<file path="config.mk">
export PLATFORM = sky130hd
export DESIGN_NAME = wac_ctrl
export DESIGN_NICKNAME = d
export VERILOG_FILES = /design/src/rtl/core/wac_pkg.sv /design/src/rtl/core/wac_ctrl.sv
export SDC_FILE = /design/constraint.sdc
export NUM_CORES = 1
export LEC_CHECK = 0
export ABC_CLOCK_PERIOD_IN_PS = 1900
export BUFFER_PORTS_ARGS = -buffer_cell sky130_fd_sc_hd__buf_2
export CAP_MARGIN = 25
export CORE_UTILIZATION = 50
export DETAILED_ROUTE_END_ITERATION = 6
export PLACE_DENSITY = 0.74
export SETUP_SLACK_MARGIN = 0.2
export SLEW_MARGIN = 15
export SYNTH_ARGS = -nofsm -noshare
export SYNTH_HDL_FRONTEND = slang
export SYNTH_SLANG_ARGS = --single-unit
</file>
<file path="constraint.sdc">
create_clock -name clk_i -period 1.9 [get_ports clk_i]
set_clock_uncertainty 0.1 [all_clocks]
set_input_delay 0.19 -clock clk_i [delete_from_list [all_inputs] [get_ports clk_i]]
set_output_delay 0.19 -clock clk_i [all_outputs]
set_load 0.02 [all_outputs]
</file>
<file path="src/rtl/core/wac_pkg.sv">
// Shared types and default constants of the window absolute correlation unit.
package wac_pkg;

  localparam int WAC_MAX_WINDOW           = 512;
  localparam int WAC_SAMPLE_BITS          = 16;
  localparam int WAC_RESULT_FRACTION_BITS = 15;

  localparam int WAC_FIELD_BITS  = 16;
  localparam int WAC_CORR_BITS   = 16;
  localparam int WAC_LENGTH_BITS = 10;

  // Products formed by the shared multiplier after a window closes, in order.
  typedef enum logic [2:0] {
    STEP_N_SAA = 3'd0,
    STEP_SA_SQ = 3'd1,
    STEP_N_SBB = 3'd2,
    STEP_SB_SQ = 3'd3,
    STEP_N_SAB = 3'd4,
    STEP_SA_SB = 3'd5,
    STEP_DEN   = 3'd6,
    STEP_LIM   = 3'd7
  } step_e;

  typedef struct packed {
    logic  capture;
    logic  mul_load;
    logic  mul_step;
    logic  mul_store;
    step_e step;
    logic  root_init;
    logic  root_add1;
    logic  root_add2;
    logic  root_cmp;
    logic  finish;
  } cmd_t;

  typedef struct packed {
    logic out_free;
    logic den_zero;
  } status_t;

endpackage

</file>
<file path="src/rtl/core/wac_ctrl.sv">
// Sequencer of the window absolute correlation unit.
module wac_ctrl import wac_pkg::*; #(
  parameter int MUL_W                = 53,
  parameter int RESULT_FRACTION_BITS = WAC_RESULT_FRACTION_BITS
) (
  input  logic    clk_i,
  input  logic    rst_ni,
  input  logic    in_valid_i,
  input  logic    in_last_i,
  output logic    in_ready_o,
  output cmd_t    cmd_o,
  input  status_t status_i
);

  localparam int F   = RESULT_FRACTION_BITS;
  localparam int MCW = $clog2(MUL_W);
  localparam int BCW = $clog2(F + 1);

  typedef enum logic [9:0] {
    ST_ACC    = 10'b0000000001,
    ST_DRAIN  = 10'b0000000010,
    ST_MLOAD  = 10'b0000000100,
    ST_MRUN   = 10'b0000001000,
    ST_MSTORE = 10'b0000010000,
    ST_RINIT  = 10'b0000100000,
    ST_RADD1  = 10'b0001000000,
    ST_RADD2  = 10'b0010000000,
    ST_RCMP   = 10'b0100000000,
    ST_FIN    = 10'b1000000000
  } state_e;

  state_e           state_q, state_d;
  step_e            step_q, step_d;
  logic [MCW-1:0]   mul_cnt_q, mul_cnt_d;
  logic [BCW-1:0]   bit_cnt_q, bit_cnt_d;

  always_comb begin
    state_d   = state_q;
    step_d    = step_q;
    mul_cnt_d = mul_cnt_q;
    bit_cnt_d = bit_cnt_q;
    in_ready_o = 1'b0;
    cmd_o      = '0;
    cmd_o.step = step_q;
    unique case (state_q)
      ST_ACC: begin
        in_ready_o    = 1'b1;
        cmd_o.capture = in_valid_i;
        if (in_valid_i && in_last_i) begin
          state_d = ST_DRAIN;
        end
      end
      ST_DRAIN: begin
        step_d  = STEP_N_SAA;
        state_d = ST_MLOAD;
      end
      ST_MLOAD: begin
        cmd_o.mul_load = 1'b1;
        mul_cnt_d      = '0;
        state_d        = ST_MRUN;
      end
      ST_MRUN: begin
        cmd_o.mul_step = 1'b1;
        if (mul_cnt_q == MCW'(MUL_W - 1)) begin
          state_d = ST_MSTORE;
        end else begin
          mul_cnt_d = mul_cnt_q + 1'b1;
        end
      end
      ST_MSTORE: begin
        cmd_o.mul_store = 1'b1;
        if (step_q == STEP_LIM) begin
          state_d = ST_RINIT;
        end else begin
          step_d  = step_e'(3'(step_q + 3'd1));
          state_d = ST_MLOAD;
        end
      end
      ST_RINIT: begin
        cmd_o.root_init = 1'b1;
        bit_cnt_d       = BCW'(F);
        state_d         = status_i.den_zero ? ST_FIN : ST_RADD1;
      end
      ST_RADD1: begin
        cmd_o.root_add1 = 1'b1;
        state_d         = ST_RADD2;
      end
      ST_RADD2: begin
        cmd_o.root_add2 = 1'b1;
        state_d         = ST_RCMP;
      end
      ST_RCMP: begin
        cmd_o.root_cmp = 1'b1;
        if (bit_cnt_q == '0) begin
          state_d = ST_FIN;
        end else begin
          bit_cnt_d = bit_cnt_q - 1'b1;
          state_d   = ST_RADD1;
        end
      end
      ST_FIN: begin
        // hold until the output register is free
        if (status_i.out_free) begin
          cmd_o.finish = 1'b1;
          state_d      = ST_ACC;
        end
      end
      default: begin
        state_d = ST_ACC;
      end
    endcase
  end

  always_ff @(posedge clk_i or negedge rst_ni) begin
    if (!rst_ni) begin
      state_q   <= ST_ACC;
      step_q    <= STEP_N_SAA;
      mul_cnt_q <= '0;
      bit_cnt_q <= '0;
    end else begin
      state_q   <= state_d;
      step_q    <= step_d;
      mul_cnt_q <= mul_cnt_d;
      bit_cnt_q <= bit_cnt_d;
    end
  end

  a_last_blocks: assert property (@(posedge clk_i) disable iff (!rst_ni)
    (in_ready_o && in_valid_i && in_last_i) |=> !in_ready_o)
    else $error("input taken right after a last item");

  a_load_runs: assert property (@(posedge clk_i) disable iff (!rst_ni)
    (state_q == ST_MLOAD) |=> (state_q == ST_MRUN && mul_cnt_q == '0))
    else $error("multiplier load not followed by a run");

  a_root_follows: assert property (@(posedge clk_i) disable iff (!rst_ni)
    (state_q == ST_MSTORE && step_q == STEP_LIM) |=> (state_q == ST_RINIT))
    else $error("root search did not start after last product");

  a_bit_loop: assert property (@(posedge clk_i) disable iff (!rst_ni)
    (state_q == ST_RCMP && bit_cnt_q != '0) |=> (state_q == ST_RADD1))
    else $error("root search ended early");

endmodule

</file>
==> summary.md, run 1 <==
| Metric | Value |
|---|---|
| Pwr Density | 715.9 mW/mm^2 |
| Avg WL per Cell | 18.73 microns |
| Crit path arrival time | 1.78 ns |
| Top-area cell type share of the netlist area | 0.4097 |
| Worst setup EP type | output pin |
| PortBufs | 18 |
| Max cap viols | 0 |
| Fmax | 0.4841 GHz |
| Final core occ | 0.7983 |
| Mean Syn Cell Area | 9.668 sq um |
| Routability cong. | 0.8195 |
| Post-synth top area cell | dfrtp_1 |
| Post-synthesis sequential area ratio | 0.4292 |
| Via count | 1321 |
| LEAKAGE | 0.9318 nW |
| Via density per instance | 6.032 |
| Largest net degree at the start of global routing | 24 |
| Number of global-route vias before repair | 1195 |
| CP startpoint kind | flop |
| IO Pins | 19 |
| Synthesized flop and latch total | 23 |
| Die Area | 0.002899 sq mm |
| DRC violations left | 0 |
| Gr usage total | 0.2761 |
| Skew-Pair Late Insertion Delay | 0.31 ns |
| Critical path required time | 1.61 ns |
| Htree depth | 1 |
| Final std cells w/o fill | 219 |
| Share of layout cells above drive strength 1 | 0.5238 |
| Yosys warns | 0 |
| Clk sink count | 23 |
| Post-synthesis cell count | 139 |
| Gr busiest metal | met2 |
| DRT Pass-1 Iters | 4 |
| Hold Fails Final Rpt | 0 |
| M1 GR Usage | 0.3476 |
| Max IR drop VDD | 0.5839 mV |
| Worst setup margin | -0.1658 ns |
| Count of final setup violators | 12 |
| Area contributors post-synth | dfrtp_1 41%, ha_1 5.6%, inv_1 2.8%, nor3b_1 2.8%, nand2_1 2.5% |
| Top-count cell post-synth | dfrtp_1 |
| Number of diodes | 0 |
| Worst r2r path cells | 5 |
| Clk buf depth | 2 |
| Slew @ Worst Pin | 0.5243 ns |
| CP max FO | 5 |
| Synth Flop Type | dfrtp_1 |
| Failing checks | negative setup slack |
| Placed cells | 187 |
| Row cnt | 18 |
| Total congestion overflow | 0 |
| Hold Startpoint | in_last_i |
| Initial core utilization | 0.5375 |
| CTS clk-pin slew, worst paths | 0.13 ns |
| Max transition margin | 0.6505 |
| First-pass GRT wire length | 5.547 mm |
| RSZ-0062 raised after global routing | yes |
| Critical Path Source | state_q[8] |
| GR Util met2 | 0.4383 |
| EDFF count, synth | 0 |
| Most frequent cells after synthesis | 22 x dfrtp_1, 10 x inv_1, 9 x nand2_1 |
| Status | finished with violations |
| Worst hold stages | 2 |
| Async set-reset flop share out of synthesis | 1.000 |
| Crit path time final | 2.066 ns |
| Setup TNS | -0.9853 ns |
| Root buf cell | clkbuf_4 |
| Syn nets | 151 |
| NumNets Final | 202 |
| Overall routed net length | 4.101 mm |
| TritonCTS clock tree | done |
| Crit Reg-Reg Endpoint | mul_cnt_q[3] |
| Met3 Use GR | 0.05367 |
| Layout filler cell count | 151 |
| Clock buffer count from CTS | 3 |
| Initial antenna violation count | 0 |
| Tcrit/Tclk final | 1.087 |
| Slew Viols, Final | 0 |
| Core ar. | 0.002500 sq mm |
| Flop-to-flop setup slack | -0.06 ns |
| Worst hold path class | in -> reg |
| DRT iter0 DRCs | 33 |
| Post-DP HPWL | 2.127 mm |
| R2r startpoint | state_q[6] |
| Min-Delay Endpoint | state_q[1] |
| Die Ht | 53.84 microns |
| Final ANT Viol Nets | 0 |
| Netlist Area Pre-Place | 0.001344 sq mm |
| Netlist cell types | 42 |
| Layout area overhead | 48.51% |
| Crit Path Class | reg -> out |
| Die X-Extent | 53.84 microns |
worst max-delay path by stage:
stage                      end  slack, ns  cells after the start
finish                cmd_o[4]      -0.17                      5
global route          cmd_o[4]      -0.24                      5
CTS                   cmd_o[2]      -0.11                      4
detailed placement  state_q[0]       0.03                      5
global placement    state_q[0]        0.1                      5
floorplan             cmd_o[2]       0.18                      4
logic make-up after synthesis:
| group | count (synthesis) | share of synthesized area |
|---|---|---|
| AO/OA/AOI/OAI | 26 | 0.1332 |
| XOR/XNOR | 3 | 0.01956 |
| adder cells (fa/ha/maj) | 6 | 0.05586 |
| buffers and inverters | 16 | 0.04842 |
| flip-flops | 23 | 0.4292 |
| multiplexers | 1 | 0.008379 |
| AND/OR/NAND/NOR | 64 | 0.3054 |
where the power goes:
group	switching, mW	leakage (nW)	internal, mW
Clock	0.152	0.0150	0.0819
Combinational	0.293	0.610	0.335
Sequential	0.0419	0.307	0.525
Total	0.486	0.932	0.942
area by class of cell:
cell class                 count  area [sq um]  area share
clock buffer                   4         26.28     0.01317
sequential                    23         584.3      0.2928
inverter                      10         37.54     0.01881
multi-input combinational    100         879.6      0.4408
timing repair buffer          52         430.4      0.2157
tap                           30         37.54     0.01881
worst max-delay path: stages (launching register included):
cell and delay (ns):
dfrtp_2 0.48, nor4_4 0.41, buf_4 0.19, nand4b_1 0.16, inv_2 0.11, buf_6 0.12
layer usage:
| layer | vias up | share of wire |
|---|---|---|
| met5 | - | 0 |
| met1 | 651 | 0.41 |
| met4 | 0 | 0.029 |
| li1 | 615 | - |
| met3 | 12 | 0.038 |
| met2 | 43 | 0.52 |
through the flow:
stage	worst slack, ns	total power [mW]	area [sq um]	hold WS (ns)
2_1_floorplan	0.1778	0.7861	1389	-0.2056
3_3_place_gp	0.09629	0.8749	1518	0.08699
3_5_place_dp	0.02821	0.8862	1518	0.09419
4_1_cts	-0.1143	1.295	1848	0.02407
5_1_grt	-0.2449	1.498	1996	0.008406
6_report	-0.1658	1.429	1996	0.02333
timing repair:
action | 4_1_cts | 5_1_grt
hold buffers | 2 | 0
hold endpoints to repair | 23 | 0
gates resized for setup | 42 | 20
setup buffers | 16 | 10
endpoints found under the setup margin | 23 | 29
pin swaps | 16 | 13
registers in the layout, summed over array words and instances (netlist names):
name,cells
mul_cnt_q,6
state_q,10
step_q,3
bit_cnt_q,4
placed cells by master, fill, tap and decap left out, types with 3 or more instances in the layout:
cell type / n
buf_4: 24
dfrtp_1: 16
buf_6: 16
buf_2: 10
nand2_1: 7
inv_1: 6
ha_1: 6
dfrtp_2: 6
nand3_1: 5
nor3_1: 5
a21oi_1: 5
o21ai_0: 5
inv_2: 4
nor4_4: 4
nor2_1: 4
nor2b_1: 3
nor3b_1: 3
and3_1: 3
clkbuf_4: 3
No activity file was read; power rests on OpenSTA's default activity.
==> run 2: changes to the inputs <==
- SKIP_CTS_REPAIR_TIMING: not set -> 1
==> summary.md, run 2 (synthesis results as in run 1) <==
| Metric | Value |
|---|---|
| CP max FO | 6 (+1) |
| Slew Viols, Final | 0 (unchanged) |
| CP max-delay cell | dfrtp_2 |
| Root buf cell | clkbuf_4 |
| Hold Fails Final Rpt | 0 (unchanged) |
| CTS clk-pin slew, worst paths | 0.13 ns (about the same) |
| Tcrit/Tclk final | 1.107 (+0.01949) |
| LEAKAGE | 0.8694 nW (-6.7%) |
| Number of diodes | 0 (unchanged) |
| Multi-input gate area | 878.3 sq um (-0.14%) |
| Worst path most repeated cell | buf_4 |
| Initial antenna violation count | 0 (unchanged) |
| Post-DP HPWL | 2.127 mm (unchanged) |
| Skew-Pair Late Insertion Delay | 0.31 ns (about the same) |
| Number of global-route vias before repair | 1012 (-15%) |
| CP startpoint kind | flop |
| Critical path required time | 1.61 ns (about the same) |
| Die Area | 0.002899 sq mm (unchanged) |
| Fmax | 0.4755 GHz (-1.8%) |
| Max transition margin | 0.6527 (+0.002186) |
| Biggest regs | state_q: 10 flops, mul_cnt_q: 6 flops, bit_cnt_q: 4 flops |
| Largest net degree at the start of global routing | 24 (unchanged) |
| Max IR drop VDD | 0.6839 mV (+17%) |
| PortBufs | 18 (unchanged) |
| Worst setup EP type | output pin |
| Final core occ | 0.7452 (-0.05305) |
| Initial core utilization | 0.5375 (unchanged) |
| Final std cells w/o fill | 206 (-5.9%) |
| DP Area | 0.001518 sq mm (unchanged) |
| Final instance area | 0.001863 sq mm (-6.6%) |
| Row cnt | 18 (unchanged) |
| Routability cong. | 0.8195 (unchanged) |
| Pwr Density | 702.3 mW/mm^2 (-1.9%) |
| Failing checks | negative setup slack |
| Total congestion overflow | 0 (unchanged) |
| Crit Path Class | reg -> out |
| Overall routed net length | 3.405 mm (-17%) |
| Clock buffer count from CTS | 3 (unchanged) |
| NumNets Final | 189 (-6.4%) |
| Clk sink count | 23 (unchanged) |
| Status | finished with violations |
| DRC violations left | 0 (unchanged) |
| Gr usage total | 0.2144 (-0.06167) |
| Via count | 1232 (-6.7%) |
| First-pass GRT wire length | 4.367 mm (-21%) |
| Slew @ Worst Pin | 0.5210 ns (-0.003279 ns) |
| Worst setup margin | -0.2028 ns (-0.03703 ns) |
| Layout area overhead | 38.64% |
| Placed cells | 187 (unchanged) |
| Final ANT Viol Nets | 0 (unchanged) |
| Most frequent cells in the layout | 22 x buf_4, 17 x dfrtp_1, 9 x buf_2, 8 x inv_1, 7 x nand2_1 |
| Slowest cell delay on critical path | 0.48 ns (about the same) |
| Count of final setup violators | 11 (-1) |
| Worst hold path class | in -> reg |
| Crit path arrival time | 1.81 ns (+0.03 ns) |
| Commonest non-fill, non-tap cell in the layout | buf_4 |
| Max cap viols | 0 (unchanged) |
| DRT iter0 DRCs | 25 (-24%) |
| DRT Pass-1 Iters | 4 (unchanged) |
| Die Ht | 53.84 microns (unchanged) |
| Core ar. | 0.002500 sq mm (unchanged) |
| Crit path time final | 2.103 ns (+0.03703 ns) |
| Critical-path cell list | nor4_4, buf_4, nand4_1, nor2_1, buf_4 |
| Die X-Extent | 53.84 microns (unchanged) |
| Register area | 583.1 sq um (-0.21%) |
| TritonCTS clock tree | done |
| Htree depth | 1 (unchanged) |
| Clk buf depth | 2 (unchanged) |
| Layout filler cell count | 173 (+15%) |
| RSZ-0062 raised after global routing | yes |
| IO Pins | 19 (unchanged) |
| Via density per instance | 5.981 (-0.85%) |
| Avg WL per Cell | 16.53 microns (-12%) |
| Max reg flops | 10 (unchanged) |
| Share of layout cells above drive strength 1 | 0.4545 (-0.06926) |
| Largest Register | state_q |
-- run 2: cell types whose count changed in the layout (fill, tap and decap cells not counted), sizes merged --
cell	before	now
buf	50	37
-- run 2: critical path, delay by kind of cell (launching register included) --
family,cells,cell delay (ns)
simple gates,3,0.65
flops,1,0.48
buf+inv,2,0.37
-- run 2: area by class of cell --
class                      instances  area share
clock buffer                       4     0.01410
timing repair buffer              39      0.1598
sequential                        23      0.3130
multi-input combinational        100      0.4715
inverter                          10     0.02149
tap                               30     0.02015
-- run 2: power breakdown --
| group | total (mW) | internal (mW) | switching (mW) | leakage [nW] |
|---|---|---|---|---|
| Clock | 0.227 | 0.0819 | 0.145 | 0.0150 |
| Combinational | 0.501 | 0.266 | 0.235 | 0.546 |
| Sequential | 0.581 | 0.526 | 0.0553 | 0.308 |
| Total | 1.31 | 0.873 | 0.435 | 0.869 |
-- run 2: routing by layer --
layer,part of all wire,wire length (microns),track usage,vias to the layer above
met5,0,0,0,-
met4,0.017,58,0.1009,0
met3,0.037,125,0.03672,6
met2,0.52,1769,0.3560,34
met1,0.43,1451,0.2682,610
li1,-,-,-,582
-- run 2: stage by stage --
stage / setup TNS, ns / power, mW / hold slack (ns) / setup slack (ns)
detailed placement: 0 / 0.8862 / 0.09419 / 0.02821
global placement: 0 / 0.8749 / 0.08699 / 0.09629
global route: -1.620 / 1.376 / 0.02122 / -0.2707
finish: -0.8507 / 1.308 / 0.03835 / -0.2028
floorplan: 0 / 0.7861 / -0.2056 / 0.1778
CTS: -1.892 / 1.110 / -0.2574 / -0.2510
-- run 2: path summary, 6_finish.rpt --
check                        startpoint           end  slack (ns)  depth (start not counted)
min reg2reg                bit_cnt_q[0]  bit_cnt_q[0]        0.40                          1
min in group asynchronous        rst_ni     step_q[2]        0.26                          2
min                           in_last_i    state_q[1]        0.04                          2
max                          state_q[5]      cmd_o[0]       -0.20                          5
max in group asynchronous        rst_ni    state_q[9]        1.05                          2
max reg2reg                  state_q[0]  mul_cnt_q[5]       -0.07                          7
==> run 3: changes to the inputs <==
- CELL_PAD_IN_SITES_DETAIL_PLACEMENT: not set -> 1
- CELL_PAD_IN_SITES_GLOBAL_PLACEMENT: not set -> 1
- CORE_UTILIZATION: 50 -> 39
- PLACE_DENSITY: 0.74 -> not set
- PLACE_DENSITY_LB_ADDON: not set -> 0.1
==> summary.md, run 3 (synthesis results as in run 1) <==
| Metric | Value |
|---|---|
| Status | finished with violations |
| Failing checks | negative setup slack |
| Worst r2r path cells | 7 (unchanged) |
| Hold WS | 0.01172 ns (-0.02664 ns) |
| Layout area overhead | 50.09% |
| Switching Fraction | 0.3516 (+0.01893) |
| Psw | 0.4919 mW (+13%) |
| M1 GR Usage | 0.2996 (+0.03139) |
| CP max FO | 4 (-2) |
| Crit Path Class | reg -> out |
| Worst hold path class | in -> reg |
| Worst setup EP type | output pin |
| Pwr Density | 693.5 mW/mm^2 (-1.2%) |
| Overall routed net length | 4.808 mm (+41%) |
| Critical Path Source | state_q[1] |
| Number of diodes | 0 (unchanged) |
| R2r startpoint | state_q[5] |
| Slowest cell delay on critical path | 0.48 ns (about the same) |
| Slew Viols, Final | 0 (unchanged) |
| RSZ-0062 raised after global routing | yes |
| Critical-path cell list | nor4_4, buf_4, and4b_2, buf_6 |
| LEAKAGE | 0.9239 nW (+6.3%) |
| Core ar. | 0.003153 sq mm (+26%) |
| Via count | 1361 (+10%) |
| Biggest regs | state_q: 10 flops, mul_cnt_q: 6 flops, bit_cnt_q: 4 flops |
| DRC violations left | 0 (unchanged) |
| CP max-delay cell | dfrtp_2 |
| Avg WL per Cell | 20.90 microns (+26%) |
| Die Area | 0.003684 sq mm (+27%) |
| Tcrit/Tclk final | 1.118 (+0.01084) |
| Max IR drop VDD | 0.5422 mV (-21%) |
| TritonCTS clock tree | done |
| Gr usage total | 0.1996 (-0.01486) |
| Most frequent cells in the layout | 24 x buf_4, 17 x dfrtp_1, 13 x buf_6, 9 x buf_2, 8 x nand2_1 |
| Clock share of power | 0.175 (+0.002) |
| Htree depth | 1 (unchanged) |
| Pre-CTS setup slack | 0.04629 ns (+0.01809 ns) |
| Share of layout cells above drive strength 1 | 0.5161 (+0.06158) |
| Number of global-route vias before repair | 1124 (+11%) |
| Die X-Extent | 60.70 microns (+13%) |
| Initial core utilization | 0.4262 (-0.1113) |
| Max cap viols | 0 (unchanged) |
| First-pass GRT wire length | 5.506 mm (+26%) |
| Total congestion overflow | 0 (unchanged) |
| IO Pins | 19 (unchanged) |
| Critical path required time | 1.61 ns (about the same) |
| Clk sink count | 23 (unchanged) |
| Flop-to-flop setup slack | -0.15 ns (-0.08 ns) |
| Clk buf depth | 2 (unchanged) |
| Crit path arrival time | 1.83 ns (+0.02 ns) |
| CP startpoint kind | flop |
| Worst setup margin | -0.2234 ns (-0.02060 ns) |
| Sequential Power Share | 0.413 (-0.031) |
| GR Util met2 | 0.2967 (-0.05926) |
| NumNets Final | 199 (+5.3%) |
| Final ANT Viol Nets | 0 (unchanged) |
| Max transition margin | 0.6174 (-0.03525) |
| Fmax | 0.4709 GHz (-0.97%) |
| Gr busiest metal | met1 |
| Logic pwr share | 0.412 (+0.029) |
| Critical path depth in cells | 4 (-1) |
| Crit path to | cmd_o[8] |
| Via density per instance | 5.917 (-1.1%) |
| Commonest non-fill, non-tap cell in the layout | buf_4 |
| Clock buffer count from CTS | 3 (unchanged) |
| Post-DP HPWL | 2.535 mm (+19%) |
| Skew-Pair Late Insertion Delay | 0.33 ns (+0.02 ns) |
| Hold Fails Final Rpt | 0 (unchanged) |
| Max reg flops | 10 (unchanged) |
| Final std cells w/o fill | 230 (+12%) |
| Layout filler cell count | 358 (+110%) |
| Row cnt | 20 (+2) |
| Crit Reg-Reg Endpoint | mul_cnt_q[3] |
| Crit path time final | 2.123 ns (+0.02060 ns) |
| DRT iter0 DRCs | 113 (+350%) |
| Largest net degree at the start of global routing | 24 (unchanged) |
| Top Family by Delay on Critical Path | simple AND/OR/NAND/NOR gates |
| PortBufs | 18 (unchanged) |
| Root buf cell | clkbuf_4 |
| Initial antenna violation count | 0 (unchanged) |
| Pwr Total | 1.399 mW (+6.9%) |
| DRT Pass-1 Iters | 4 (unchanged) |
| Largest Register | state_q |
| CTS clk-pin slew, worst paths | 0.13 ns (about the same) |
| Placed cells | 202 (+8.0%) |
| Count of final setup violators | 13 (+2) |
| Slew @ Worst Pin | 0.5739 ns (+0.05288 ns) |
| Met3 Use GR | 0.02132 (-0.01540) |
| Bufs and invs on worst path | 2 (unchanged) |
| Die Ht | 60.70 microns (+13%) |
| Pint | 0.9070 mW (+3.9%) |
| Routability cong. | 0.7814 (-4.6%) |
run 3: cell count changes in the layout (fill, tap and decap cells not counted), sizes merged:
cell,before,now
buf,37,47
clkbuf,4,3
clkinv,0,1
run 3: cell type report:
type | instances | area (sq um) | share of cell area
multi-input combinational | 100 | 899.6 | 0.4460
sequential | 23 | 583.1 | 0.2891
timing repair buffer | 49 | 411.6 | 0.2041
tap | 44 | 55.05 | 0.02730
inverter | 10 | 40.04 | 0.01985
clock buffer | 3 | 22.52 | 0.01117
clock inverter | 1 | 5.005 | 0.002481
run 3: worst min path at each step:
| stage | from | to | slack (ns) | cells past startpoint |
|---|---|---|---|---|
| floorplan | rst_ni | bit_cnt_q[0] | -0.21 | 0 |
| global placement | rst_ni | mul_cnt_q[5] | 0.1 | 1 |
| detailed placement | rst_ni | mul_cnt_q[5] | 0.11 | 1 |
| CTS | rst_ni | mul_cnt_q[5] | -0.26 | 1 |
| global route | in_last_i | state_q[1] | -0.007 | 2 |
| finish | in_last_i | state_q[1] | 0.01 | 2 |
run 3: worst register-to-register path: cells and delay by family, from the launching register on:
family	cells	cell delay [ns]
AOI/OAI and AO/OA	1	0.12
buffers and inverters	3	0.47
DFF	1	0.49
and+or+nand+nor	3	0.81
run 3: routing by layer:
layer / wire length, microns / up-vias
li1: - / 602
met1: 2105 / 710
met2: 2428 / 41
met3: 186 / 8
met4: 87 / 0
met5: 0 / -
run 3: per-stage QoR:
| step | setup TNS (ns) | area, sq um | util |
|---|---|---|---|
| after floorplan | 0 | 1389 | - |
| after global placement | 0 | 1543 | 0.4893 |
| after detailed placement | 0 | 1543 | 0.4893 |
| after CTS | -1.642 | 1570 | 0.4980 |
| after global routing | -2.686 | 2017 | 0.6397 |
| final | -1.721 | 2017 | 0.6397 |
run 3: power by group through the flow:
stage | Sequential, mW | Combinational, mW | Clock [mW]
2_1_floorplan | 0.570 | 0.216 | 0
3_3_place_gp | 0.575 | 0.301 | 0
3_5_place_dp | 0.580 | 0.316 | 0
4_1_cts | 0.570 | 0.318 | 0.248
5_1_grt | 0.579 | 0.611 | 0.274
6_report | 0.577 | 0.577 | 0.245
